==> config.mk <==
export PLATFORM = sky130hd
export DESIGN_NAME = glb_container_validator_flat
export DESIGN_NICKNAME = d
export VERILOG_FILES = /design/src/hdl/gcv_pkg.sv /design/src/hdl/gcv_if.sv /design/src/hdl/glb_container_validator.sv /design/src/flat_wrapper.sv
export SDC_FILE = /design/constraint.sdc
export NUM_CORES = 1
export LEC_CHECK = 0
export ABC_AREA = 1
export BUFFER_PORTS_ARGS = -buffer_cell sky130_fd_sc_hd__buf_4
export CORE_MARGIN = 5
export CORE_UTILIZATION = 40
export CTS_BUF_LIST = sky130_fd_sc_hd__clkbuf_8
export CTS_CLUSTER_SIZE = 14
export DETAILED_ROUTE_END_ITERATION = 8
export GPL_TIMING_DRIVEN = 0
export SLEW_MARGIN = 10
export SYNTH_ARGS = -nofsm -noshare
export SYNTH_HDL_FRONTEND = slang
export SYNTH_SLANG_ARGS = --single-unit
==> constraint.sdc <==
create_clock -name i_clk -period 16.6 [get_ports i_clk]
set_input_delay 3.32 -clock i_clk [delete_from_list [all_inputs] [get_ports i_clk]]
set_output_delay 3.32 -clock i_clk [all_outputs]
set_load 0.005 [all_outputs]
==> src/hdl/gcv_pkg.sv <==
// Shared types and constants of the GLB container validator.
package gcv_pkg;

    localparam int COUNT_BITS_DEF = 32;

    localparam logic [31:0] MAGIC_GLTF   = 32'h4654_6c67;
    localparam logic [31:0] TAG_JSON     = 32'h4e4f_534a;
    localparam logic [31:0] TAG_BIN      = 32'h004e_4942;
    localparam logic [31:0] MIN_FILE     = 32'd28;
    localparam logic [31:0] JSON_HDR_END = 32'd20;
    localparam logic [31:0] MAX_FILE_RST = 32'd33554432;
    localparam logic [6:0]  MAX_NEST_RST = 7'd64;

    localparam logic [7:0] CH_QUOTE  = 8'h22;
    localparam logic [7:0] CH_BSLASH = 8'h5c;
    localparam logic [7:0] CH_LBRACE = 8'h7b;
    localparam logic [7:0] CH_LBRACK = 8'h5b;
    localparam logic [7:0] CH_RBRACE = 8'h7d;
    localparam logic [7:0] CH_RBRACK = 8'h5d;

    typedef enum logic [2:0] {
        PH_HEADER    = 3'd0,
        PH_JSONHDR   = 3'd1,
        PH_JSONBODY  = 3'd2,
        PH_CHUNKLEN  = 3'd3,
        PH_CHUNKTYPE = 3'd4,
        PH_CHUNKBODY = 3'd5
    } t_phase;

    typedef enum logic [3:0] {
        ST_OK         = 4'd0,
        ST_CONTAINER  = 4'd1,
        ST_JSON_HDR   = 4'd2,
        ST_TOO_DEEP   = 4'd3,
        ST_UNDERFLOW  = 4'd4,
        ST_JSON_OPEN  = 4'd5,
        ST_TRUNCATED  = 4'd6,
        ST_CHUNK_LEN  = 4'd7,
        ST_DUP_BIN    = 4'd8,
        ST_FOREIGN    = 4'd9,
        ST_NO_BIN     = 4'd10
    } t_status;

    typedef enum logic {
        REG_MAX_FILE = 1'b0,
        REG_MAX_NEST = 1'b1
    } t_reg_idx;

endpackage

==> src/hdl/gcv_if.sv <==
// Stream interfaces for the file bytes and for the verdict.
interface gcv_in_if;
    logic       valid;
    logic       ready;
    logic [7:0] data_byte;
    logic       last_byte;

    modport source (output valid, output data_byte, output last_byte, input ready);
    modport sink   (input valid, input data_byte, input last_byte, output ready);
endinterface

interface gcv_out_if;
    logic        valid;
    logic        ready;
    logic [3:0]  status;
    logic [31:0] total_bytes;
    logic [31:0] json_bytes;

    modport source (output valid, output status, output total_bytes, output json_bytes,
                    input ready);
    modport sink   (input valid, input status, input total_bytes, input json_bytes,
                    output ready);
endinterface

==> src/hdl/glb_container_validator.sv <==
// Top level: GLB 2.0 container validator with APB register port.
// The block takes one file byte per cycle while input ready is high and updates
// its parse state in that same cycle; the verdict for a file is registered, on the
// transfer of the byte that carries last_byte, in an output register backed by one
// skid entry, so bytes keep flowing while a verdict waits and input ready drops only
// when two verdicts are pending. Sustained rate is one byte per clock while ready is
// high, set by the per-byte update of the counter and chunk-length registers.
// Registers: max_file_bytes at 0x0, max_nesting at 0x4; write them only while no
// file is in flight.
module glb_container_validator #(
    parameter int COUNT_BITS = gcv_pkg::COUNT_BITS_DEF
) (
    input  logic        i_clk,
    input  logic        i_rst_n,
    gcv_in_if.sink      i_byte,
    gcv_out_if.source   o_verdict,
    input  logic        psel,
    input  logic        penable,
    input  logic        pwrite,
    input  logic [2:0]  paddr,
    input  logic [31:0] pwdata,
    output logic [31:0] prdata,
    output logic        pready
);
    import gcv_pkg::*;

    localparam logic [COUNT_BITS-1:0] CNT_MAX = '1;

    logic [31:0]           r_max_file;
    logic [6:0]            r_max_nest;

    logic [COUNT_BITS-1:0] r_count,     n_count;
    logic [31:0]           r_word,      n_word;
    logic [31:0]           r_decl,      n_decl;
    logic [31:0]           r_json,      n_json;
    logic [31:0]           r_remain,    n_remain;
    logic [31:0]           r_chunk_len, n_chunk_len;
    t_phase                r_phase,     n_phase;
    logic [6:0]            r_depth,     n_depth;
    logic                  r_in_str,    n_in_str;
    logic                  r_esc,       n_esc;
    logic                  r_bin_seen,  n_bin_seen;
    logic                  r_cont_bad,  n_cont_bad;
    t_status               r_first_err, n_first_err;

    logic                  r_out_valid;
    t_status               r_out_status;
    logic [31:0]           r_out_total;
    logic [31:0]           r_out_json;
    logic                  r_skd_valid;
    t_status               r_skd_status;
    logic [31:0]           r_skd_total;
    logic [31:0]           r_skd_json;

    logic                  accept;
    logic                  verdict_valid;
    logic [7:0]            c;
    logic [31:0]           cnt32;
    logic                  word_done;
    logic                  fits;
    logic                  cont_fail;
    t_status               verdict;
    logic                  cfg_wr;
    t_reg_idx              reg_idx;

    assign c             = i_byte.data_byte;
    assign accept        = i_byte.valid && i_byte.ready;
    assign verdict_valid = accept && i_byte.last_byte;
    assign i_byte.ready  = !r_skd_valid;

    // parse step for one byte
    always_comb begin
        n_count     = r_count;
        n_cont_bad  = r_cont_bad;
        n_decl      = r_decl;
        n_json      = r_json;
        n_remain    = r_remain;
        n_chunk_len = r_chunk_len;
        n_phase     = r_phase;
        n_depth     = r_depth;
        n_in_str    = r_in_str;
        n_esc       = r_esc;
        n_bin_seen  = r_bin_seen;
        n_first_err = r_first_err;
        fits        = 1'b0;

        if (r_count == CNT_MAX) begin
            n_cont_bad = 1'b1;
        end else begin
            n_count = r_count + 1'b1;
        end
        cnt32     = 32'(n_count);
        n_word    = {c, r_word[31:8]};
        word_done = (r_count[1:0] == 2'b11);

        unique case (r_phase)
            PH_HEADER: begin
                if (r_count == COUNT_BITS'(3) && n_word != MAGIC_GLTF) begin
                    n_cont_bad = 1'b1;
                end
                if (r_count == COUNT_BITS'(7) && n_word != 32'd2) begin
                    n_cont_bad = 1'b1;
                end
                if (r_count == COUNT_BITS'(11)) begin
                    n_decl  = n_word;
                    n_phase = PH_JSONHDR;
                end
            end
            PH_JSONHDR: begin
                if (r_count == COUNT_BITS'(15)) begin
                    n_json = n_word;
                end
                if (r_count == COUNT_BITS'(19)) begin
                    fits = (r_decl >= JSON_HDR_END) && (r_json <= r_decl - JSON_HDR_END);
                    if (n_word != TAG_JSON || r_json[1:0] != 2'b00 || !fits) begin
                        if (n_first_err == ST_OK) n_first_err = ST_JSON_HDR;
                    end
                    n_remain = r_json;
                    n_phase  = (r_json == '0) ? PH_CHUNKLEN : PH_JSONBODY;
                end
            end
            PH_JSONBODY: begin
                if (r_in_str) begin
                    if (r_esc) begin
                        n_esc = 1'b0;
                    end else if (c == CH_BSLASH) begin
                        n_esc = 1'b1;
                    end else if (c == CH_QUOTE) begin
                        n_in_str = 1'b0;
                    end
                end else begin
                    case (c) inside
                        CH_QUOTE: begin
                            n_in_str = 1'b1;
                        end
                        CH_LBRACE, CH_LBRACK: begin
                            if (r_depth >= r_max_nest) begin
                                if (n_first_err == ST_OK) n_first_err = ST_TOO_DEEP;
                            end else begin
                                n_depth = r_depth + 1'b1;
                            end
                        end
                        CH_RBRACE, CH_RBRACK: begin
                            if (r_depth == '0) begin
                                if (n_first_err == ST_OK) n_first_err = ST_UNDERFLOW;
                            end else begin
                                n_depth = r_depth - 1'b1;
                            end
                        end
                        default: ;
                    endcase
                end
                n_remain = r_remain - 1'b1;
                if (n_remain == '0) begin
                    if (n_depth != '0 || n_in_str) begin
                        if (n_first_err == ST_OK) n_first_err = ST_JSON_OPEN;
                    end
                    n_phase = PH_CHUNKLEN;
                end
            end
            PH_CHUNKLEN: begin
                if (word_done) begin
                    n_chunk_len = n_word;
                    n_phase     = PH_CHUNKTYPE;
                end
            end
            PH_CHUNKTYPE: begin
                if (word_done) begin
                    fits = (r_decl >= cnt32) && (r_chunk_len <= r_decl - cnt32);
                    if (r_chunk_len[1:0] != 2'b00 || !fits) begin
                        if (n_first_err == ST_OK) n_first_err = ST_CHUNK_LEN;
                    end else if (n_word != TAG_BIN) begin
                        if (n_first_err == ST_OK) n_first_err = ST_FOREIGN;
                    end else if (r_bin_seen) begin
                        if (n_first_err == ST_OK) n_first_err = ST_DUP_BIN;
                    end else begin
                        n_bin_seen = 1'b1;
                    end
                    n_remain = r_chunk_len;
                    n_phase  = (r_chunk_len == '0) ? PH_CHUNKLEN : PH_CHUNKBODY;
                end
            end
            default: begin
                if (r_remain != '0) begin
                    n_remain = r_remain - 1'b1;
                end
                if (n_remain == '0) begin
                    n_phase = PH_CHUNKLEN;
                end
            end
        endcase

        // end-of-file checks
        verdict = n_first_err;
        if (r_phase == PH_CHUNKLEN || (r_phase == PH_CHUNKTYPE && n_phase == PH_CHUNKTYPE)) begin
            if (verdict == ST_OK) verdict = ST_TRUNCATED;
        end
        if (!n_bin_seen) begin
            if (verdict == ST_OK) verdict = ST_NO_BIN;
        end
        cont_fail = n_cont_bad || (cnt32 < MIN_FILE) || (cnt32 > r_max_file)
                    || (n_decl != cnt32);
        if (cont_fail) begin
            verdict = ST_CONTAINER;
        end
    end

    always_ff @(posedge i_clk) begin
        if (!i_rst_n || verdict_valid) begin
            r_count     <= '0;
            r_word      <= '0;
            r_decl      <= '0;
            r_json      <= '0;
            r_remain    <= '0;
            r_chunk_len <= '0;
            r_phase     <= PH_HEADER;
            r_depth     <= '0;
            r_in_str    <= 1'b0;
            r_esc       <= 1'b0;
            r_bin_seen  <= 1'b0;
            r_cont_bad  <= 1'b0;
            r_first_err <= ST_OK;
        end else if (accept) begin
            r_count     <= n_count;
            r_word      <= n_word;
            r_decl      <= n_decl;
            r_json      <= n_json;
            r_remain    <= n_remain;
            r_chunk_len <= n_chunk_len;
            r_phase     <= n_phase;
            r_depth     <= n_depth;
            r_in_str    <= n_in_str;
            r_esc       <= n_esc;
            r_bin_seen  <= n_bin_seen;
            r_cont_bad  <= n_cont_bad;
            r_first_err <= n_first_err;
        end
    end

    // verdict output register with one skid entry
    always_ff @(posedge i_clk) begin
        if (!i_rst_n) begin
            r_out_valid <= 1'b0;
            r_skd_valid <= 1'b0;
        end else if (!r_out_valid || o_verdict.ready) begin
            if (r_skd_valid) begin
                r_out_valid <= 1'b1;
                r_skd_valid <= 1'b0;
            end else begin
                r_out_valid <= verdict_valid;
            end
        end else if (verdict_valid) begin
            r_skd_valid <= 1'b1;
        end
    end

    always_ff @(posedge i_clk) begin
        if (!r_out_valid || o_verdict.ready) begin
            if (r_skd_valid) begin
                r_out_status <= r_skd_status;
                r_out_total  <= r_skd_total;
                r_out_json   <= r_skd_json;
            end else if (verdict_valid) begin
                r_out_status <= verdict;
                r_out_total  <= cnt32;
                r_out_json   <= n_json;
            end
        end else if (verdict_valid) begin
            r_skd_status <= verdict;
            r_skd_total  <= cnt32;
            r_skd_json   <= n_json;
        end
    end

    assign o_verdict.valid       = r_out_valid;
    assign o_verdict.status      = r_out_status;
    assign o_verdict.total_bytes = r_out_total;
    assign o_verdict.json_bytes  = r_out_json;

    // register port
    assign cfg_wr  = psel && penable && pwrite;
    assign reg_idx = t_reg_idx'(paddr[2]);
    assign pready  = 1'b1;

    always_ff @(posedge i_clk) begin
        if (!i_rst_n) begin
            r_max_file <= MAX_FILE_RST;
            r_max_nest <= MAX_NEST_RST;
        end else if (cfg_wr) begin
            unique case (reg_idx)
                REG_MAX_FILE: r_max_file <= pwdata;
                REG_MAX_NEST: r_max_nest <= pwdata[6:0];
                default: ;
            endcase
        end
    end

    always_comb begin
        unique case (reg_idx)
            REG_MAX_FILE: prdata = r_max_file;
            REG_MAX_NEST: prdata = {25'b0, r_max_nest};
            default:      prdata = '0;
        endcase
    end

endmodule

==> src/flat_wrapper.sv <==
// flat-port wrapper written by rule: the top's interface ports become plain ports
module glb_container_validator_flat import gcv_pkg::*;
#(
    parameter int COUNT_BITS = gcv_pkg::COUNT_BITS_DEF
)
  (i_clk, i_rst_n, psel, penable, pwrite, paddr, pwdata, prdata, pready, i_byte_valid, i_byte_data_byte, i_byte_last_byte, i_byte_ready, o_verdict_valid, o_verdict_status, o_verdict_total_bytes, o_verdict_json_bytes, o_verdict_ready);
  gcv_in_if i_byte_i ();
  gcv_out_if o_verdict_i ();
  input  logic i_clk;
  input  logic i_rst_n;
  input  logic psel;
  input  logic penable;
  input  logic pwrite;
  input  logic [2:0] paddr;
  input  logic [31:0] pwdata;
  output logic [31:0] prdata;
  output logic pready;
  input wire logic [$bits(i_byte_i.valid)-1:0] i_byte_valid;
  input wire logic [$bits(i_byte_i.data_byte)-1:0] i_byte_data_byte;
  input wire logic [$bits(i_byte_i.last_byte)-1:0] i_byte_last_byte;
  output wire logic [$bits(i_byte_i.ready)-1:0] i_byte_ready;
  output wire logic [$bits(o_verdict_i.valid)-1:0] o_verdict_valid;
  output wire logic [$bits(o_verdict_i.status)-1:0] o_verdict_status;
  output wire logic [$bits(o_verdict_i.total_bytes)-1:0] o_verdict_total_bytes;
  output wire logic [$bits(o_verdict_i.json_bytes)-1:0] o_verdict_json_bytes;
  input wire logic [$bits(o_verdict_i.ready)-1:0] o_verdict_ready;
  assign i_byte_i.valid = i_byte_valid;
  assign i_byte_i.data_byte = i_byte_data_byte;
  assign i_byte_i.last_byte = i_byte_last_byte;
  assign i_byte_ready = i_byte_i.ready;
  assign o_verdict_valid = o_verdict_i.valid;
  assign o_verdict_status = o_verdict_i.status;
  assign o_verdict_total_bytes = o_verdict_i.total_bytes;
  assign o_verdict_json_bytes = o_verdict_i.json_bytes;
  assign o_verdict_i.ready = o_verdict_ready;
  glb_container_validator #(.COUNT_BITS(COUNT_BITS)) u_core (.i_clk(i_clk), .i_rst_n(i_rst_n), .i_byte(i_byte_i), .o_verdict(o_verdict_i), .psel(psel), .penable(penable), .pwrite(pwrite), .paddr(paddr), .pwdata(pwdata), .prdata(prdata), .pready(pready));
endmodule
== Word-level counts from Yosys, hierarchy flattened ==
Cells that the tools add are included.

* $add $sub $neg: 6
* $mul: 0
* Divide/modulo/power cells: 0
* Magnitude comparators: 7
* Eq/ne operators: 25
* Shift operators: 0
* Multiplexer cells: 78
* Bitwise operators: 4
* Reductions and logical operators: 52

{| class="wikitable"
|+ Operators with widths
! kind !! count
|-
| 32-bit 2-to-1 mux || 13
|-
| 32-bit zero test || 4
|-
| 32-bit case mux with 4 select lines || 1
|-
| 4-bit 2-to-1 mux || 29
|-
| 32-bit by 4-bit equality test with 1-bit output, second input constant || 2
|-
| 32-bit <= comparator || 2
|-
| 32-bit by 31-bit inequality test with 1-bit output, second input constant || 2
|-
| 32-bit case mux with 2 select lines || 1
|-
| 7-bit 2-to-1 mux || 7
|-
| 8-bit by 7-bit equality test with 1-bit output, second input constant || 5
|-
| 32-bit by 1-bit adder with 32-bit output, second input constant || 1
|-
| 32-bit by 2-bit equality test with 1-bit output, second input constant || 1
|-
| 32-bit by 3-bit equality test with 1-bit output, second input constant || 1
|-
| 32-bit equality test, second input constant || 1
|-
| 32-bit by 5-bit equality test with 1-bit output, second input constant || 1
|-
| 32-bit greater-or-equal comparator || 1
|-
| 32-bit by 5-bit greater-or-equal comparator with 1-bit output, second input constant || 1
|-
| 32-bit greater-than comparator || 1
|-
| 32-bit by 5-bit < comparator with 1-bit output, second input constant || 1
|-
| 32-bit by 2-bit inequality test with 1-bit output, second input constant || 1
|-
| 32-bit by 23-bit inequality test with 1-bit output, second input constant || 1
|-
| 32-bit inequality test || 1
|-
| 32-bit nonzero test || 1
|-
| 32-bit by 1-bit subtractor with 32-bit output, second input constant || 1
|-
| 29 further kinds || 92
|}

* Register bits after elaboration: 387
* Bits in latches: 0
* RAM bits: 0
* Memory bits (read-only): 0
* Logic and storage cells: 195
* Memories kept: 0

== Depth between registers and ports, before layout ==
* Depth after elaboration: 22
* Mapped depth: 45
* Mapped depth without buffers: 45

== Worst setup path after synthesis ==
OpenSTA, ideal clock, no wires.

* Kind: input to output
* Start: in paddr[2]
* End: out prdata[11]
* Arrival time: 3.919 ns
* Data required time: 13.280 ns
* Setup slack: 9.361 ns
* Stages: 3
* Buffers on the path: 2
* Cell sequence: clkbuf_1 clkbuf_1 nor2_1

* Word-level cells in the longest chain between the ends: 2

{| class="wikitable"
|+ Ends and longest elaborated chain
! element !! line !! text
|-
| from (decl) || flat_wrapper.sv:14 || <nowiki>input logic [2:0] paddr;</nowiki>
|-
| 1-bit NOT (no line) || n/a ||
|-
| 32-bit case mux with 2 select lines (*) || glb_container_validator.sv:299 || <nowiki>unique case (reg_idx)</nowiki>
|-
| to (decl) || flat_wrapper.sv:16 || <nowiki>output logic [31:0] prdata;</nowiki>
|}

Mark *: on every way between the ends. The rest lies on a longest branch, timed or not.

== Worst setup path in the final report ==
* Start: reg u_core.r_count[0]
* End: reg u_core.r_out_status[3] (netlist: u_core.o_verdict.status[3]), data pin

* Word-level cells in the longest chain between the ends: 19
* Elaborated cells on any way between the ends: 52
* Classes of those cells: add/sub (2); order compare (4); eq/ne (8); mux (26); reduce/logical (12)

{| class="wikitable"
|+ Ends and longest elaborated chain
! element !! line !! text
|-
| from (decl) || glb_container_validator.sv:32 || <nowiki>logic [COUNT_BITS-1:0] r_count, n_count;</nowiki>
|-
| from (signal assigned) || glb_container_validator.sv:224 || <nowiki>r_count <= n_count;</nowiki>
|-
| 32-bit by 1-bit adder with 32-bit output or 32-bit equality test (tied branches) || glb_container_validator.sv:90, glb_container_validator.sv:87 ||
|-
| 32-bit 2-to-1 mux (*) || glb_container_validator.sv:87 || <nowiki>if (r_count == CNT_MAX) begin</nowiki>
|-
| named net u_core.cnt32[21] || glb_container_validator.sv:58 || <nowiki>logic [31:0] cnt32;</nowiki>
|-
| 32-bit subtractor || glb_container_validator.sv:169 || <nowiki>fits = (r_decl >= cnt32) && (r_chunk_len <= r_decl - cnt32);</nowiki>
|-
| 32-bit <= comparator || glb_container_validator.sv:169 ||
|-
| 1-bit logical AND || glb_container_validator.sv:169 ||
|-
| 1-bit zero test || glb_container_validator.sv:170 || <nowiki>if (r_chunk_len[1:0] != 2'b00 || !fits) begin</nowiki>
|-
| 1-bit logical OR || glb_container_validator.sv:170 ||
|-
| (+4 left out) || n/a ||
|-
| 4-bit 2-to-1 mux || glb_container_validator.sv:196 || <nowiki>if (verdict == ST_OK) verdict = ST_TRUNCATED;</nowiki>
|-
| 4-bit 2-to-1 mux || glb_container_validator.sv:195 || <nowiki>if (r_phase == PH_CHUNKLEN || (r_phase == PH_CHUNKTYPE && n_phase == PH_CHUNKTYPE)) begin</nowiki>
|-
| 4-bit zero test || glb_container_validator.sv:199 || <nowiki>if (verdict == ST_OK) verdict = ST_NO_BIN;</nowiki>
|-
| 4-bit 2-to-1 mux || glb_container_validator.sv:199 ||
|-
| 4-bit 2-to-1 mux || glb_container_validator.sv:198 || <nowiki>if (!n_bin_seen) begin</nowiki>
|-
| 4-bit 2-to-1 mux (*) || glb_container_validator.sv:203 || <nowiki>if (cont_fail) begin</nowiki>
|-
| 4-bit 2-to-1 mux (*) || glb_container_validator.sv:263 || <nowiki>end else if (verdict_valid) begin</nowiki>
|-
| 4-bit 2-to-1 mux (*) || glb_container_validator.sv:259 || <nowiki>if (r_skd_valid) begin</nowiki>
|-
| to (signal assigned) || glb_container_validator.sv:260 || <nowiki>r_out_status <= r_skd_status;</nowiki>
|-
| to (signal assigned) || glb_container_validator.sv:264 || <nowiki>r_out_status <= verdict;</nowiki>
|-
| to (decl) || glb_container_validator.sv:47 || <nowiki>t_status r_out_status;</nowiki>
|}

Mark *: on every way through the listed nets, which the timed path passes. The rest lies on a longest branch. The select of a mux whose other input is x is not followed.
A chain may end at the register's enable or synchronous reset.

==> flow_summary.ini <==
[run_status]
outcome = completed

[worst_setup_path]
r2r-start = u_core.r_count[0]
cp_common_cell = nand3_1
critical_path_class = flop to flop
slowest_delay_ns = 0.60
critPathMaxFanout = 7
rr_worst_depth = 36
r2r_slack_ns = 8.60
endpoint_kind = flop
reg2reg_to = u_core.o_verdict.status[3]
critPathLaunchType = flop
cp.arrival_ns = 8.42
slowest_stage = ha_1
required_ns = 17.02

[sta]
period_minus_slack_ns = 7.999
setup_violations = 0
hold_violations = 0
finalCritPeriodShare_pct = 48.18
max_slew.worst_pin.slew_ns = 1.334
rsz0062_at_grt = false
slew_headroom_pct = 11.09
setup_ws_ns = 8.601
drv_slew = 0
finClkSkew_ns = 0.03741
tns_ns = 0
clock.fmax_ghz = 0.1250

[yosys]
synth-edff-count = 136
netlist_top_cells_count = nand2_1 (696), inv_1 (456), o21ai_0 (323)
yosys_warnings = 0
synth_most_common_cell = nand2_1
postSynth.asyncResetShare_pct = 0
netlist_instances = 3354
syn_area_per_cell_um2 = 7.207
synth_area_um2 = 24170
ys_seq_elements = 379
yosys-top-cells-area = dfxtp_1 (20%), edfxtp_1 (17%), nand2_1 (11%)
synth_top_cell_area_share_pct = 20.13
synth_largest_area_cell = dfxtp_1
ys_seq_area_share_pct = 37.02
synth.distinct_cells = 75
postSynthNetCount = 3539
synthFlopType = dfxtp_1

[grt]
overflow = 0
grt_pass1_wl_um = 142100
grt_max_degree = 29
antenna_found_initial = 1
first_global_vias = 23150
grtUsageTotal_pct = 28.14

[clock_network]
cts_hold_repair.buffers = 0
clk_latency_ns = 0.68
cts_max_level = 3
postCtsResizedCells = 0
cts_buffer_depth = 3
postCtsSetupBuffers = 0
clk_pin_slew_ns = 0.06
clockRootBuffer = clkbuf_8
clock_sinks = 379
cts_tree = yes
cts_buffers = 73

[drt]
drc = 0
vias = 24390
antenna_left = 0
drt_iter0_drc = 2551
drt-total-wl_um = 96500
drt_pass1_iterations = 8
vias_per_cell = 5.512
routedWlPerCell_um = 21.81

[placement]
placed_area_um2 = 26360
hpwl_um = 76480
post-place-ws_ns = 8.678
io_buffer_count = 149
dp.cells = 4289
gp_congestion = 1.028

[min_path]
hold_path_end = u_core.r_word[9]
min_path_cells = 2
hold_path.class = flop to flop
hp-start = u_core.r_word[9]

[finish]
fillers = 6292
fin_nets = 3767
postLayoutCellArea_um2 = 27880
syn_to_final_growth_pct = 15.34
layoutNonFillerInstCount = 4425
drive_gt1_share_pct = 9.363

[pwr]
powerDensity_nw_per_um2 = 95.81
p_leak_nw = 12.50
vdd.ir_drop.worst_mv = 0.04950

[floorplanning]
dieHeight_um = 255.8
die_x_um = 255.8
io_pins = 154
die_area_um2 = 65440
core_um2 = 60130
rows = 90
start_util_pct = 40.20

[flow_run]
maxCapViolations = 0
-- worst max path at each step --
stage,slack [ns],depth (start not counted),startpoint,to
6_report,8.60,36,u_core.r_count[0],u_core.o_verdict.status[3]
5_1_grt,8.10,42,u_core.r_count[0],u_core.o_verdict.status[3]
4_1_cts,8.66,36,u_core.r_count[0],u_core.o_verdict.status[3]
3_5_place_dp,8.68,5,paddr[2],prdata[22]
3_3_place_gp,7.55,3,i_byte_valid,u_core.o_verdict.json_bytes[18]
2_1_floorplan,9.36,3,paddr[2],prdata[11]
-- stage by stage --
step                utilization [%]  hold WS [ns]  total power, mW
finish                        46.36        0.4797            2.671
global route                  46.36        0.5022            2.796
CTS                           46.36        0.4824            2.668
detailed placement            43.84        0.4709            1.685
global placement              43.68        0.4654            1.684
floorplan                         -        0.4477            1.465
-- routing by layer --
metal  routed length, um  track usage (%)  share of wire [%]
met3                8067            5.051                8.4
met5                   0                0                  0
met4                6217            16.04                6.4
met1               39470            35.87                 41
met2               42740            45.12                 44
-- layout by cell type (no fill, tap or decap), drive strengths merged, types with 16 or more instances in the layout --
| cell | n |
|---|---|
| clkinv | 21 |
| nand4 | 89 |
| ha | 133 |
| nand3 | 109 |
| edfxtp | 136 |
| nor3 | 57 |
| nor2 | 328 |
| o21ai | 336 |
| a21oi | 296 |
| dfxtp | 243 |
| o221ai | 16 |
| clkbuf | 193 |
| a31oi | 17 |
| nand2 | 713 |
| nor4 | 47 |
| buf | 166 |
| a211oi | 28 |
| o22ai | 16 |
| inv | 488 |
| xnor2 | 19 |
| xor2 | 93 |
-- layout make-up --
type                    count  area, um^2  area share [%]
flip-flops and latches    379        8949           32.10
clock inverters            51       357.8           1.284
repair buffers            153        1199           4.299
inverters                 467        1753           6.288
plain buffers             122       485.5           1.741
well taps                 782       978.4           3.510
clock buffers              84        1156           4.147
multi-input cells        2386       13000           46.63
diodes                      1       2.502        0.008976
-- flip-flops by register name, summed over array words and instances, names as in the netlist --
signal,cells
u_core.r_max_file,32
u_core.o_verdict.valid,1
u_core.o_verdict.json_bytes,32
u_core.r_chunk_len,32
u_core.r_skd_status,4
u_core.r_max_nest,7
u_core.r_skd_json,32
u_core.o_verdict.total_bytes,32
u_core.r_in_str,1
u_core.r_phase,3
u_core.r_first_err,4
u_core.r_decl,32
u_core.r_word,24
u_core.r_depth,7
u_core.r_bin_seen,1
u_core.r_cont_bad,1
u_core.r_skd_valid,1
u_core.r_esc,1
u_core.r_remain,32
u_core.r_count,32
u_core.o_verdict.status,4
u_core.r_json,32
u_core.r_skd_total,32
-- kinds of logic (layout without fill, tap and decap cells) --
family / count (synthesis) / in the layout / share of synthesized area, %
AOI/OAI and AO/OA: 763 / 763 / 17.26
xor gates and xnor gates: 112 / 112 / 4.260
adders and majority gates: 134 / 134 / 6.968
buffers and inverters: 589 / 877 / 9.261
DFF: 379 / 379 / 37.02
other: 1 / 2 / 0.01551
and+or+nand+nor: 1376 / 1376 / 25.21
-- power by group --
part	switching [mW]	internal, mW
clock network	0.446	0.542
registers	0.0362	0.997
logic	0.443	0.206
-- critical path, delay by kind of cell, from the launching register on --
family | cells | cell delay (ns)
AND/OR/NAND/NOR | 25 | 4.01
adder cells (fa/ha/maj) | 3 | 1.34
XOR/XNOR | 2 | 0.75
AO/OA/AOI/OAI | 3 | 0.69
flip-flops | 1 | 0.54
buffers and inverters | 3 | 0.40
No activity file was read; power rests on OpenSTA's default activity.
